<file path="config.mk">
export PLATFORM = sky130hd
export DESIGN_NAME = strict_priority_fifo_scheduler_core_flat
export DESIGN_NICKNAME = d
export VERILOG_FILES = /design/src/hdl/spfs_pkg.sv /design/src/hdl/spfs_req_if.sv /design/src/hdl/spfs_rsp_if.sv /design/src/hdl/strict_priority_fifo_scheduler_core.sv /design/src/hdl/spfs_ram.sv /design/src/hdl/spfs_level_find.sv /design/src/flat_wrapper.sv
export VERILOG_INCLUDE_DIRS = /design/src /design/src/hdl
export SDC_FILE = /design/constraint.sdc
export NUM_CORES = 2
export LEC_CHECK = 0
export ABC_AREA = 1
export BUFFER_PORTS_ARGS = -buffer_cell sky130_fd_sc_hd__buf_2
export CAP_MARGIN = 5
export CORE_ASPECT_RATIO = 1.5
export CORE_MARGIN = 4
export CORE_UTILIZATION = 63
export CTS_CLUSTER_SIZE = 20
export DETAILED_ROUTE_END_ITERATION = 12
export PLACE_DENSITY = 0.78
export SETUP_SLACK_MARGIN = 0.5
export SLEW_MARGIN = 25
export SYNTH_ARGS = -nofsm -noshare
export SYNTH_HDL_FRONTEND = slang
export SYNTH_SLANG_ARGS = --single-unit
</file>
<file path="constraint.sdc">
create_clock -name i_clk -period 6.3 [get_ports i_clk]
set_clock_uncertainty 0.05 [all_clocks]
set_input_delay 1.26 -clock i_clk [delete_from_list [all_inputs] [get_ports i_clk]]
set_output_delay 1.26 -clock i_clk [all_outputs]
set_load 0.1 [all_outputs]
</file>
<file path="src/hdl/assert_macros.svh">
// Assertion helpers used by the scheduler core RTL.
`ifndef ASSERT_MACROS_SVH
`define ASSERT_MACROS_SVH

// Property that must hold at every clock edge outside reset.
`define ASSERT_CLK(label, clk, rst_n, prop, msg) \
    label: assert property (@(posedge clk) disable iff (!rst_n) (prop)) else $error(msg);

// Same-cycle implication that must hold outside reset.
`define ASSERT_IMPLY(label, clk, rst_n, ante, cons, msg) \
    label: assert property (@(posedge clk) disable iff (!rst_n) (ante) |-> (cons)) \
        else $error(msg);

`endif

</file>
<file path="src/hdl/spfs_pkg.sv">
`default_nettype none

package spfs_pkg;

    // Fixed field widths of the request and response channels.
    localparam int ID_W     = 16;
    localparam int PRIO_W   = 4;
    localparam int COUNT_W  = 7;
    localparam int STATUS_W = 2;

    localparam logic OP_PUSH = 1'b0;
    localparam logic OP_POP  = 1'b1;

    localparam logic [STATUS_W-1:0] ST_OK    = 2'd0;
    localparam logic [STATUS_W-1:0] ST_EMPTY = 2'd1;
    localparam logic [STATUS_W-1:0] ST_FULL  = 2'd2;

    typedef enum logic [2:0] {
        S_IDLE,
        S_PUSH_LINK,
        S_PUSH_TAIL,
        S_POP_UNLINK,
        S_POP_HEAD,
        S_POP_ID,
        S_RESULT
    } t_state;

endpackage

`default_nettype wire

</file>
<file path="src/hdl/spfs_req_if.sv">
`default_nettype none

interface spfs_req_if;
    logic                        valid;
    logic                        ready;
    logic                        operation;
    logic [spfs_pkg::ID_W-1:0]   task_id;
    logic [spfs_pkg::PRIO_W-1:0] priority_req;

    modport source (output valid, operation, task_id, priority_req, input ready);
    modport sink   (input valid, operation, task_id, priority_req, output ready);
endinterface

`default_nettype wire

</file>
<file path="src/hdl/spfs_rsp_if.sv">
`default_nettype none

interface spfs_rsp_if;
    logic                          valid;
    logic                          ready;
    logic [spfs_pkg::STATUS_W-1:0] status;
    logic [spfs_pkg::ID_W-1:0]     popped_id;
    logic [spfs_pkg::PRIO_W-1:0]   popped_priority;
    logic [spfs_pkg::COUNT_W-1:0]  task_count;
    logic                          next_valid;
    logic [spfs_pkg::ID_W-1:0]     next_id;
    logic [spfs_pkg::PRIO_W-1:0]   next_priority;

    modport source (output valid, status, popped_id, popped_priority, task_count,
                    next_valid, next_id, next_priority, input ready);
    modport sink   (input valid, status, popped_id, popped_priority, task_count,
                    next_valid, next_id, next_priority, output ready);
endinterface

`default_nettype wire

</file>
<file path="src/hdl/strict_priority_fifo_scheduler_core.sv">
// Strict-priority task scheduler with first-in-first-out order inside each level.
// Requests arrive on i_req: operation 0 pushes task_id at priority_req, 1 pops the
// oldest task of the highest non-empty level. Every request yields one response
// on o_rsp with the status, the popped task, the task count and the task that a
// following pop would return.
// Tasks sit in a slot memory ({id, link}, one read and one write port) chained per
// level; a second memory keeps each level's head and tail. The front task is also
// held in registers, so a push never has to search for it.
// The work per request depends on its kind. A push to a level that already holds
// tasks adds a read-modify-write of the old tail's link; a pop that leaves its
// level non-empty adds a read of the next task's id; a pop that empties its level
// while other levels still hold tasks adds chained reads of the new top level's
// head and then of its id. Push while full and pop while empty do no memory work.
// The response register is loaded at the end of the last cycle of the request;
// the response is valid from the next cycle, in which the next request is taken.
// Reset clears the control state at once; the memories need no clearing pass, as
// no entry's data is used before it is written. A stalled receiver keeps the
// response in the output register; the block finishes the next request, then waits.

`default_nettype none
`include "assert_macros.svh"

module strict_priority_fifo_scheduler_core #(
    parameter int PRIORITY_LEVELS = 16,
    parameter int SLOT_COUNT      = 64,
    parameter int ID_BITS         = 16
) (
    input wire logic    i_clk,
    input wire logic    i_rst_n,
    spfs_req_if.sink    i_req,
    spfs_rsp_if.source  o_rsp
);

    localparam int SLOT_W  = $clog2(SLOT_COUNT);
    localparam int LVL_W   = $clog2(PRIORITY_LEVELS);
    localparam int CNT_W   = $clog2(SLOT_COUNT + 1);
    localparam int STORE_W = (ID_BITS < spfs_pkg::ID_W) ? ID_BITS : spfs_pkg::ID_W;
    localparam int SLOT_DW = STORE_W + SLOT_W;
    localparam int LVL_DW  = 2 * SLOT_W;
    localparam logic [PRIORITY_LEVELS-1:0] LVL_ONE = PRIORITY_LEVELS'(1);

    spfs_pkg::t_state r_state, n_state;

    logic [PRIORITY_LEVELS-1:0] r_nonempty, n_nonempty;
    logic [SLOT_W-1:0]          r_free_head, n_free_head;
    logic                       r_free_valid, n_free_valid;
    logic [CNT_W-1:0]           r_fresh, n_fresh;
    logic [CNT_W-1:0]           r_total, n_total;

    logic [SLOT_W-1:0]  r_front_slot, n_front_slot;
    logic [STORE_W-1:0] r_front_id, n_front_id;
    logic [LVL_W-1:0]   r_front_lvl, n_front_lvl;

    logic [STORE_W-1:0] r_cur_id, n_cur_id;
    logic [LVL_W-1:0]   r_cur_lvl, n_cur_lvl;
    logic [SLOT_W-1:0]  r_new_slot, n_new_slot;
    logic [SLOT_W-1:0]  r_tail, n_tail;

    logic [spfs_pkg::STATUS_W-1:0] r_status, n_status;
    logic [STORE_W-1:0]            r_pop_id, n_pop_id;
    logic [LVL_W-1:0]              r_pop_lvl, n_pop_lvl;

    logic                           r_out_valid, n_out_valid;
    logic [spfs_pkg::STATUS_W-1:0]  r_out_status, n_out_status;
    logic [spfs_pkg::ID_W-1:0]      r_out_pop_id, n_out_pop_id;
    logic [spfs_pkg::PRIO_W-1:0]    r_out_pop_prio, n_out_pop_prio;
    logic [spfs_pkg::COUNT_W-1:0]   r_out_count, n_out_count;
    logic                           r_out_next_valid, n_out_next_valid;
    logic [spfs_pkg::ID_W-1:0]      r_out_next_id, n_out_next_id;
    logic [spfs_pkg::PRIO_W-1:0]    r_out_next_prio, n_out_next_prio;

    logic               w_slot_we, w_slot_re;
    logic [SLOT_W-1:0]  w_slot_waddr, w_slot_raddr;
    logic [SLOT_DW-1:0] w_slot_wdata, w_slot_rdata;
    logic               w_lvl_we, w_lvl_re;
    logic [LVL_W-1:0]   w_lvl_waddr, w_lvl_raddr;
    logic [LVL_DW-1:0]  w_lvl_wdata, w_lvl_rdata;

    logic [STORE_W-1:0]         w_slot_rd_id;
    logic [SLOT_W-1:0]          w_slot_rd_link;
    logic [SLOT_W-1:0]          w_lvl_rd_head;
    logic [SLOT_W-1:0]          w_lvl_rd_tail;
    logic [LVL_W-1:0]           w_req_lvl;
    logic                       w_full;
    logic                       w_any;
    logic                       w_rsp_free;
    logic                       w_cur_ne;
    logic [SLOT_W-1:0]          w_take_slot;
    logic                       w_pop_last;
    logic [PRIORITY_LEVELS-1:0] w_left;
    logic [LVL_W-1:0]           w_left_top;
    logic [31:0]                w_pop_lvl32;
    logic [31:0]                w_front_lvl32;
    logic [31:0]                w_total32;

    spfs_ram #(
        .WIDTH (SLOT_DW),
        .DEPTH (SLOT_COUNT)
    ) u_slot_ram (
        .i_clk     (i_clk),
        .i_wr_en   (w_slot_we),
        .i_wr_addr (w_slot_waddr),
        .i_wr_data (w_slot_wdata),
        .i_rd_en   (w_slot_re),
        .i_rd_addr (w_slot_raddr),
        .o_rd_data (w_slot_rdata)
    );

    spfs_ram #(
        .WIDTH (LVL_DW),
        .DEPTH (PRIORITY_LEVELS)
    ) u_level_ram (
        .i_clk     (i_clk),
        .i_wr_en   (w_lvl_we),
        .i_wr_addr (w_lvl_waddr),
        .i_wr_data (w_lvl_wdata),
        .i_rd_en   (w_lvl_re),
        .i_rd_addr (w_lvl_raddr),
        .o_rd_data (w_lvl_rdata)
    );

    spfs_level_find #(
        .LEVELS (PRIORITY_LEVELS)
    ) u_level_find (
        .i_levels (w_left),
        .o_top    (w_left_top)
    );

    assign w_slot_rd_id   = w_slot_rdata[SLOT_DW-1:SLOT_W];
    assign w_slot_rd_link = w_slot_rdata[SLOT_W-1:0];
    assign w_lvl_rd_head  = w_lvl_rdata[LVL_DW-1:SLOT_W];
    assign w_lvl_rd_tail  = w_lvl_rdata[SLOT_W-1:0];

    // Out-of-range levels saturate to the top level.
    assign w_req_lvl = (32'(i_req.priority_req) >= PRIORITY_LEVELS) ?
                       LVL_W'(PRIORITY_LEVELS - 1) : LVL_W'(i_req.priority_req);

    assign w_full      = (r_total == CNT_W'(SLOT_COUNT));
    assign w_any       = |r_nonempty;
    assign w_rsp_free  = !r_out_valid || o_rsp.ready;
    assign w_cur_ne    = |(r_nonempty & (LVL_ONE << r_cur_lvl));
    assign w_take_slot = r_free_valid ? r_free_head : r_fresh[SLOT_W-1:0];
    assign w_pop_last  = (r_front_slot == w_lvl_rd_tail);
    assign w_left      = r_nonempty & ~(LVL_ONE << r_front_lvl);

    assign w_pop_lvl32   = 32'(r_pop_lvl);
    assign w_front_lvl32 = 32'(r_front_lvl);
    assign w_total32     = 32'(r_total);

    always_comb begin
        n_state = r_state;
        case (r_state)
            spfs_pkg::S_IDLE: begin
                if (i_req.valid) begin
                    if (i_req.operation == spfs_pkg::OP_POP) begin
                        n_state = w_any ? spfs_pkg::S_POP_UNLINK : spfs_pkg::S_RESULT;
                    end else begin
                        n_state = w_full ? spfs_pkg::S_RESULT : spfs_pkg::S_PUSH_LINK;
                    end
                end
            end
            spfs_pkg::S_PUSH_LINK: begin
                n_state = w_cur_ne ? spfs_pkg::S_PUSH_TAIL : spfs_pkg::S_RESULT;
            end
            spfs_pkg::S_PUSH_TAIL: begin
                n_state = spfs_pkg::S_RESULT;
            end
            spfs_pkg::S_POP_UNLINK: begin
                if (w_pop_last) begin
                    n_state = (w_left == '0) ? spfs_pkg::S_RESULT : spfs_pkg::S_POP_HEAD;
                end else begin
                    n_state = spfs_pkg::S_POP_ID;
                end
            end
            spfs_pkg::S_POP_HEAD: begin
                n_state = spfs_pkg::S_POP_ID;
            end
            spfs_pkg::S_POP_ID: begin
                n_state = spfs_pkg::S_RESULT;
            end
            spfs_pkg::S_RESULT: begin
                if (w_rsp_free) begin
                    n_state = spfs_pkg::S_IDLE;
                end
            end
            default: begin
                n_state = spfs_pkg::S_IDLE;
            end
        endcase
    end

    always_comb begin
        n_nonempty   = r_nonempty;
        n_free_head  = r_free_head;
        n_free_valid = r_free_valid;
        n_fresh      = r_fresh;
        n_total      = r_total;
        n_front_slot = r_front_slot;
        n_front_id   = r_front_id;
        n_front_lvl  = r_front_lvl;
        n_cur_id     = r_cur_id;
        n_cur_lvl    = r_cur_lvl;
        n_new_slot   = r_new_slot;
        n_tail       = r_tail;
        n_status     = r_status;
        n_pop_id     = r_pop_id;
        n_pop_lvl    = r_pop_lvl;

        n_out_valid      = r_out_valid && !o_rsp.ready;
        n_out_status     = r_out_status;
        n_out_pop_id     = r_out_pop_id;
        n_out_pop_prio   = r_out_pop_prio;
        n_out_count      = r_out_count;
        n_out_next_valid = r_out_next_valid;
        n_out_next_id    = r_out_next_id;
        n_out_next_prio  = r_out_next_prio;

        w_slot_we    = 1'b0;
        w_slot_waddr = '0;
        w_slot_wdata = '0;
        w_slot_re    = 1'b0;
        w_slot_raddr = '0;
        w_lvl_we     = 1'b0;
        w_lvl_waddr  = '0;
        w_lvl_wdata  = '0;
        w_lvl_re     = 1'b0;
        w_lvl_raddr  = '0;

        case (r_state)
            spfs_pkg::S_IDLE: begin
                if (i_req.valid) begin
                    n_cur_id  = i_req.task_id[STORE_W-1:0];
                    n_cur_lvl = w_req_lvl;
                    n_pop_id  = '0;
                    n_pop_lvl = '0;
                    if (i_req.operation == spfs_pkg::OP_POP) begin
                        if (w_any) begin
                            n_status     = spfs_pkg::ST_OK;
                            n_pop_id     = r_front_id;
                            n_pop_lvl    = r_front_lvl;
                            w_slot_re    = 1'b1;
                            w_slot_raddr = r_front_slot;
                            w_lvl_re     = 1'b1;
                            w_lvl_raddr  = r_front_lvl;
                        end else begin
                            n_status = spfs_pkg::ST_EMPTY;
                        end
                    end else begin
                        if (w_full) begin
                            n_status = spfs_pkg::ST_FULL;
                        end else begin
                            n_status     = spfs_pkg::ST_OK;
                            w_slot_re    = 1'b1;
                            w_slot_raddr = r_free_head;
                            w_lvl_re     = 1'b1;
                            w_lvl_raddr  = w_req_lvl;
                        end
                    end
                end
            end
            spfs_pkg::S_PUSH_LINK: begin
                // The slot comes from the free list when it has entries, else fresh.
                if (r_free_valid) begin
                    n_free_head  = w_slot_rd_link;
                    n_free_valid = (r_fresh > (r_total + CNT_W'(1)));
                end else begin
                    n_fresh = r_fresh + CNT_W'(1);
                end
                w_slot_we    = 1'b1;
                w_slot_waddr = w_take_slot;
                w_slot_wdata = {r_cur_id, SLOT_W'(0)};
                w_lvl_we     = 1'b1;
                w_lvl_waddr  = r_cur_lvl;
                w_lvl_wdata  = {(w_cur_ne ? w_lvl_rd_head : w_take_slot), w_take_slot};
                n_nonempty   = r_nonempty | (LVL_ONE << r_cur_lvl);
                n_total      = r_total + CNT_W'(1);
                if (!w_any || (r_cur_lvl > r_front_lvl)) begin
                    n_front_slot = w_take_slot;
                    n_front_id   = r_cur_id;
                    n_front_lvl  = r_cur_lvl;
                end
                if (w_cur_ne) begin
                    // The old tail's id is read back so its link can be rewritten.
                    w_slot_re    = 1'b1;
                    w_slot_raddr = w_lvl_rd_tail;
                    n_tail       = w_lvl_rd_tail;
                    n_new_slot   = w_take_slot;
                end
            end
            spfs_pkg::S_PUSH_TAIL: begin
                w_slot_we    = 1'b1;
                w_slot_waddr = r_tail;
                w_slot_wdata = {w_slot_rd_id, r_new_slot};
            end
            spfs_pkg::S_POP_UNLINK: begin
                w_slot_we    = 1'b1;
                w_slot_waddr = r_front_slot;
                w_slot_wdata = {r_front_id, (r_free_valid ? r_free_head : SLOT_W'(0))};
                n_free_head  = r_front_slot;
                n_free_valid = 1'b1;
                n_total      = r_total - CNT_W'(1);
                if (w_pop_last) begin
                    n_nonempty = w_left;
                    if (w_left != '0) begin
                        w_lvl_re    = 1'b1;
                        w_lvl_raddr = w_left_top;
                        n_front_lvl = w_left_top;
                    end
                end else begin
                    w_lvl_we     = 1'b1;
                    w_lvl_waddr  = r_front_lvl;
                    w_lvl_wdata  = {w_slot_rd_link, w_lvl_rd_tail};
                    n_front_slot = w_slot_rd_link;
                    w_slot_re    = 1'b1;
                    w_slot_raddr = w_slot_rd_link;
                end
            end
            spfs_pkg::S_POP_HEAD: begin
                n_front_slot = w_lvl_rd_head;
                w_slot_re    = 1'b1;
                w_slot_raddr = w_lvl_rd_head;
            end
            spfs_pkg::S_POP_ID: begin
                n_front_id = w_slot_rd_id;
            end
            spfs_pkg::S_RESULT: begin
                if (w_rsp_free) begin
                    n_out_valid      = 1'b1;
                    n_out_status     = r_status;
                    n_out_pop_id     = spfs_pkg::ID_W'(r_pop_id);
                    n_out_pop_prio   = w_pop_lvl32[spfs_pkg::PRIO_W-1:0];
                    n_out_count      = w_total32[spfs_pkg::COUNT_W-1:0];
                    n_out_next_valid = w_any;
                    n_out_next_id    = w_any ? spfs_pkg::ID_W'(r_front_id) : '0;
                    n_out_next_prio  = w_any ? w_front_lvl32[spfs_pkg::PRIO_W-1:0] : '0;
                end
            end
            default: begin
            end
        endcase
    end

    always_ff @(posedge i_clk) begin
        if (!i_rst_n) begin
            r_state      <= spfs_pkg::S_IDLE;
            r_nonempty   <= '0;
            r_free_head  <= '0;
            r_free_valid <= 1'b0;
            r_fresh      <= '0;
            r_total      <= '0;
            r_out_valid  <= 1'b0;
        end else begin
            r_state      <= n_state;
            r_nonempty   <= n_nonempty;
            r_free_head  <= n_free_head;
            r_free_valid <= n_free_valid;
            r_fresh      <= n_fresh;
            r_total      <= n_total;
            r_out_valid  <= n_out_valid;
        end
    end

    always_ff @(posedge i_clk) begin
        r_front_slot     <= n_front_slot;
        r_front_id       <= n_front_id;
        r_front_lvl      <= n_front_lvl;
        r_cur_id         <= n_cur_id;
        r_cur_lvl        <= n_cur_lvl;
        r_new_slot       <= n_new_slot;
        r_tail           <= n_tail;
        r_status         <= n_status;
        r_pop_id         <= n_pop_id;
        r_pop_lvl        <= n_pop_lvl;
        r_out_status     <= n_out_status;
        r_out_pop_id     <= n_out_pop_id;
        r_out_pop_prio   <= n_out_pop_prio;
        r_out_count      <= n_out_count;
        r_out_next_valid <= n_out_next_valid;
        r_out_next_id    <= n_out_next_id;
        r_out_next_prio  <= n_out_next_prio;
    end

    assign i_req.ready           = (r_state == spfs_pkg::S_IDLE);
    assign o_rsp.valid           = r_out_valid;
    assign o_rsp.status          = r_out_status;
    assign o_rsp.popped_id       = r_out_pop_id;
    assign o_rsp.popped_priority = r_out_pop_prio;
    assign o_rsp.task_count      = r_out_count;
    assign o_rsp.next_valid      = r_out_next_valid;
    assign o_rsp.next_id         = r_out_next_id;
    assign o_rsp.next_priority   = r_out_next_prio;

    `ASSERT_CLK(a_total_bound, i_clk, i_rst_n,
                r_total <= CNT_W'(SLOT_COUNT), "task count above capacity")
    `ASSERT_IMPLY(a_count_levels, i_clk, i_rst_n, r_state == spfs_pkg::S_IDLE,
                  (r_total == '0) == (r_nonempty == '0), "task count disagrees with level flags")
    `ASSERT_IMPLY(a_free_list, i_clk, i_rst_n, r_state == spfs_pkg::S_IDLE,
                  r_free_valid == (r_fresh > r_total), "free list flag disagrees with slot counts")
    `ASSERT_IMPLY(a_push_not_full, i_clk, i_rst_n, r_state == spfs_pkg::S_PUSH_LINK,
                  r_total != CNT_W'(SLOT_COUNT), "push proceeded while full")

endmodule

`default_nettype wire

</file>
<file path="src/hdl/spfs_ram.sv">
`default_nettype none

module spfs_ram #(
    parameter int WIDTH = 8,
    parameter int DEPTH = 16
) (
    input  wire logic                     i_clk,
    input  wire logic                     i_wr_en,
    input  wire logic [$clog2(DEPTH)-1:0] i_wr_addr,
    input  wire logic [WIDTH-1:0]         i_wr_data,
    input  wire logic                     i_rd_en,
    input  wire logic [$clog2(DEPTH)-1:0] i_rd_addr,
    output logic      [WIDTH-1:0]         o_rd_data
);

    logic [WIDTH-1:0] r_mem [DEPTH];
    logic [WIDTH-1:0] r_rd_data;

    always_ff @(posedge i_clk) begin
        if (i_wr_en) begin
            r_mem[i_wr_addr] <= i_wr_data;
        end
        if (i_rd_en) begin
            r_rd_data <= r_mem[i_rd_addr];
        end
    end

    assign o_rd_data = r_rd_data;

endmodule

`default_nettype wire

</file>
<file path="src/hdl/spfs_level_find.sv">
`default_nettype none

module spfs_level_find #(
    parameter int LEVELS = 16
) (
    input  wire logic [LEVELS-1:0]         i_levels,
    output logic      [$clog2(LEVELS)-1:0] o_top
);

    localparam int LW = $clog2(LEVELS);

    // Highest set bit wins; the result is zero when no bit is set.
    always_comb begin
        o_top = '0;
        for (int i = 0; i < LEVELS; i++) begin
            if (i_levels[i]) begin
                o_top = LW'(i);
            end
        end
    end

endmodule

`default_nettype wire
</file>
<file path="src/flat_wrapper.sv">
// flat-port wrapper written by rule: the top's interface ports become plain ports
module strict_priority_fifo_scheduler_core_flat 
#(
    parameter int PRIORITY_LEVELS = 16,
    parameter int SLOT_COUNT      = 64,
    parameter int ID_BITS         = 16
)
  (i_clk, i_rst_n, i_req_valid, i_req_operation, i_req_task_id, i_req_priority_req, i_req_ready, o_rsp_valid, o_rsp_status, o_rsp_popped_id, o_rsp_popped_priority, o_rsp_task_count, o_rsp_next_valid, o_rsp_next_id, o_rsp_next_priority, o_rsp_ready);
  spfs_req_if i_req_i ();
  spfs_rsp_if o_rsp_i ();
  input wire logic i_clk;
  input wire logic i_rst_n;
  input wire logic [$bits(i_req_i.valid)-1:0] i_req_valid;
  input wire logic [$bits(i_req_i.operation)-1:0] i_req_operation;
  input wire logic [$bits(i_req_i.task_id)-1:0] i_req_task_id;
  input wire logic [$bits(i_req_i.priority_req)-1:0] i_req_priority_req;
  output wire logic [$bits(i_req_i.ready)-1:0] i_req_ready;
  output wire logic [$bits(o_rsp_i.valid)-1:0] o_rsp_valid;
  output wire logic [$bits(o_rsp_i.status)-1:0] o_rsp_status;
  output wire logic [$bits(o_rsp_i.popped_id)-1:0] o_rsp_popped_id;
  output wire logic [$bits(o_rsp_i.popped_priority)-1:0] o_rsp_popped_priority;
  output wire logic [$bits(o_rsp_i.task_count)-1:0] o_rsp_task_count;
  output wire logic [$bits(o_rsp_i.next_valid)-1:0] o_rsp_next_valid;
  output wire logic [$bits(o_rsp_i.next_id)-1:0] o_rsp_next_id;
  output wire logic [$bits(o_rsp_i.next_priority)-1:0] o_rsp_next_priority;
  input wire logic [$bits(o_rsp_i.ready)-1:0] o_rsp_ready;
  assign i_req_i.valid = i_req_valid;
  assign i_req_i.operation = i_req_operation;
  assign i_req_i.task_id = i_req_task_id;
  assign i_req_i.priority_req = i_req_priority_req;
  assign i_req_ready = i_req_i.ready;
  assign o_rsp_valid = o_rsp_i.valid;
  assign o_rsp_status = o_rsp_i.status;
  assign o_rsp_popped_id = o_rsp_i.popped_id;
  assign o_rsp_popped_priority = o_rsp_i.popped_priority;
  assign o_rsp_task_count = o_rsp_i.task_count;
  assign o_rsp_next_valid = o_rsp_i.next_valid;
  assign o_rsp_next_id = o_rsp_i.next_id;
  assign o_rsp_next_priority = o_rsp_i.next_priority;
  assign o_rsp_i.ready = o_rsp_ready;
  strict_priority_fifo_scheduler_core #(.PRIORITY_LEVELS(PRIORITY_LEVELS), .SLOT_COUNT(SLOT_COUNT), .ID_BITS(ID_BITS)) u_core (.i_clk(i_clk), .i_rst_n(i_rst_n), .i_req(i_req_i), .o_rsp(o_rsp_i));
endmodule
</file>
==> summary.md <==
| Metric | Value |
|---|---|
| Final HPWL DP | `129 mm` |
| FF+latch count, synth | `1,805` |
| Fin crit share | `87.3%` |
| Number of I/O port buffers | `76` |
| # DRC | `0` |
| Hold_buf cts | `0` |
| Net Sw Power | `15.2 mW` |
| Final worst path period need | `5500 ps` |
| Slew Limit Headroom | `28.3%` |
| Main combinational cell family by area after synthesis | `simple AND/OR/NAND/NOR gates` |
| Achievable frequency | `182 MHz` |
| RSZ-0062 raised after global routing | `false` |
| Placed cell areas | `80,000 um2` |
| Data required time at the worst endpoint | `6800 ps` |
| Setup crit end kind | `flip-flop` |
| Post-synth top cells | `1,764 x edfxtp_1, 1,257 x nand2_1, 1,152 x inv_1` |
| Max rail drop VDD | `0.000309 V` |
| PD cells | `459 nW/um2` |
| Total track usage | `32.7%` |
| Max-Cap Viols | `0` |
| Fraction of registers with async set/reset | `0%` |
| Worst hold path type | `reg -> reg` |
| CTS root buf | `clkbuf_16` |
| WS Path Type | `reg -> reg` |
| Vias in the first global route | `50,593` |
| TritonCTS clock tree | `done` |
| Ys Warns | `0` |
| Initial antenna violation count | `3` |
| Placer Congestion | `0.928` |
| Hold WS | `368 ps` |
| Xor-xnor portion of the synthesized cell area | `0.0796%` |
| Post-CTS Repair Setup Buffers | `0` |
| Sw frac | `39.0%` |
| Power share of the clock group | `24.1%` |
| Seq pwr share | `40.6%` |
| Cell variety after synth | `51` |
| CP startpoint kind | `flip-flop` |
| Mux contribution to synthesized area | `0%` |
| Syn_nets | `6,785` |
| Internal Power | `23.8 mW` |
| Register area share after synthesis | `69.8%` |
| Initial core utilization | `63.6%` |
| Overall power | `39.0 mW` |
| Clock-pin slew on the worst setup and hold paths | `70 ps` |
| Final setup fails | `0` |
| Filler cell count in the final layout | `8,048` |
| Worst-Margin Slew | `1070 ps` |
| Worst-path fanout max | `123` |
| Final Max Slew Viols | `0` |
| Total number of vias | `52,125` |
| Pleak | `32.2 nW` |
| Top-level I/O count | `77` |
| Avg Cell Area, Syn | `11.4 um2` |
| Status | `finished, final reports clean` |
| P&R area growth vs syn | `10.3%` |
| Row count | `156` |
| Dominant cell type by area after synthesis | `edfxtp_1` |
| Core Box Area | `121,000 um2` |
| Nets | `6,803` |
| Post-route cell area | `84,900 um2` |
| First-pass GRT wire length | `310 mm` |
| Clock sink total | `1,805` |
| Synth Area in Simple Gates | `15.5%` |
| Most common cell in the netlist | `edfxtp_1` |
| Latest clock arrival within the worst-skew pair | `810 ps` |
| Place WS | `852 ps` |
| Synth Area in Compound Gates | `6.29%` |
| Routed WL per cell | `24.9 um` |
| Number of synthesized flops with an enable pin | `1,764` |
| Largest cells by area after synthesis | `edfxtp_1 69%, nand3_1 7.4%, nand2_1 6.1%` |
| Final Hold Vio Count | `0` |
| Die Area | `128,000 um2` |
| Die H | `436 um` |
| Iteration-0 DRC Markers | `6,663` |
| Synth Instances | `6,746` |
| Antenna-violating nets left | `0` |
| Pre-antenna DRT Iters | `9` |
| Setup_tns | `0 ps` |
| Share of the synthesized area in the top cell type | `68.8%` |
| CTS buffer count | `155` |
| Die width | `293 um` |
| CTS H-tree depth | `4` |
| Total congestion overflow | `0` |
| Post-Synth Adder-Cell Area | `0.227%` |
| Combinational power share | `35.2%` |
| Setup ws final | `798 ps` |
| Clock buffer depth | `3` |
| Worst path arrival time | `6000 ps` |
| Vias per inst | `6.15` |
| Primary FF master, synth | `edfxtp_1` |
| Final WL | `211 mm` |
| Post-CTS sizing | `0` |
| Largest net degree at the start of global routing | `124` |
| Cell area after synthesis | `77,000 um2` |
| Share of cells above drive strength 1 | `8.98%` |
-- power by group through the flow --
stage	sequential (mW)	clock (mW)	combinational, mW
after detailed placement	16.1	0	13.3
after CTS	15.8	9.46	13.4
after global routing	15.9	9.99	14.5
after global placement	16.1	0	13.0
final	15.8	9.41	13.7
after floorplan	16.1	0	7.71
-- cell families (layout without fill, tap and decap cells) --
| kind of cell | Yosys count | in the layout |
|---|---|---|
| xor+xnor | 7 | 7 |
| flops | 1805 | 1805 |
| simple gates | 2680 | 2680 |
| fa+ha+maj | 14 | 14 |
| other cells | 0 | 3 |
| compound gates | 680 | 680 |
| buf+inv | 1560 | 1707 |
-- path summary, 6_finish.rpt --
| check | start | end | slack [ps] | cells after the start |
|---|---|---|---|---|
| min reg2reg | u_core.r_pop_id[11] | u_core.o_rsp.popped_id[11] | 370 | 0 |
| min | u_core.r_pop_id[11] | u_core.o_rsp.popped_id[11] | 370 | 0 |
| max reg2reg | u_core.r_cur_lvl[3] | u_core.u_slot_ram.o_rd_data[10] | 800 | 18 |
| max | u_core.r_cur_lvl[3] | u_core.u_slot_ram.o_rd_data[10] | 800 | 18 |
-- stage by stage --
| stage | std cells | utilization [%] |
|---|---|---|
| 3_5_place_dp | 8186 | 66.1 |
| 6_report | 8476 | 70.2 |
| 2_1_floorplan | 6746 | - |
| 4_1_cts | 8472 | 70.2 |
| 5_1_grt | 8473 | 70.2 |
| 3_3_place_gp | 8182 | 66.0 |
-- layer usage --
layer  track usage [%]  share of wire [%]  vias to the layer above  wire (um)
li1                  -                  -                    23321          -
met5                 0              0.022                        -         47
met1              37.8                 33                    25016      68800
met4              24.8                9.1                        6      19300
met3              5.29                9.0                      735      18900
met2              54.8                 49                     3047     104000
-- cells in the final DEF, fill, tap and decap left out, types with 11 or more instances in the layout --
master / count
a21oi_1: 43
a31oi_1: 11
buf_12: 22
buf_2: 76
buf_4: 142
bufinv_16: 11
clkbuf_1: 32
clkbuf_16: 158
clkinv_1: 31
clkinv_2: 36
dfxtp_1: 41
edfxtp_1: 1764
ha_1: 14
inv_1: 1150
inv_2: 17
nand2_1: 1254
nand3_1: 1131
nand3b_1: 71
nor2_1: 85
nor2_2: 45
nor2_4: 35
nor3_1: 28
o211ai_1: 494
o21ai_0: 54
o221ai_4: 16
-- worst max-delay path, cell delays in order, from the launching register on --
cell      delay [ps]
edfxtp_1         710
inv_1            280
nor4_1           450
nand2_1          120
nand4_1           90
nor3_1            50
nand2_2          240
inv_2            110
nor2_4           360
nand2_1          160
nand2_4          370
inv_8            370
buf_4            450
o211ai_1         170
nand3_1          100
nand3_1          120
nand3_1          430
nand3_1          390
nand2_1          110
-- layout make-up --
type	count	area, um2	share of cell area, %
clock buffer	192	4100	4.83
inverter	1175	4430	5.22
multi-input combinational	3381	17800	20.9
antenna	3	7.51	0.00884
clock inverter	94	856	1.01
tap	1580	1980	2.33
sequential	1805	53800	63.3
timing repair buffer	246	2020	2.38
-- registers in the layout, summed over array words and instances (netlist names), 6 cells and up --
register                      count
u_core.u_slot_ram.r_mem        1408
u_core.u_level_ram.r_mem        192
u_core.u_slot_ram.o_rd_data      22
u_core.o_rsp.next_id             16
u_core.o_rsp.popped_id           16
u_core.r_cur_id                  16
u_core.r_front_id                16
u_core.r_nonempty                16
u_core.r_pop_id                  16
u_core.u_level_ram.o_rd_data     12
u_core.o_rsp.task_count           7
u_core.r_fresh                    7
u_core.r_total                    7
u_core.r_free_head                6
u_core.r_front_slot               6
u_core.r_new_slot                 6
u_core.r_tail                     6
No activity file was read; power rests on OpenSTA's default activity.
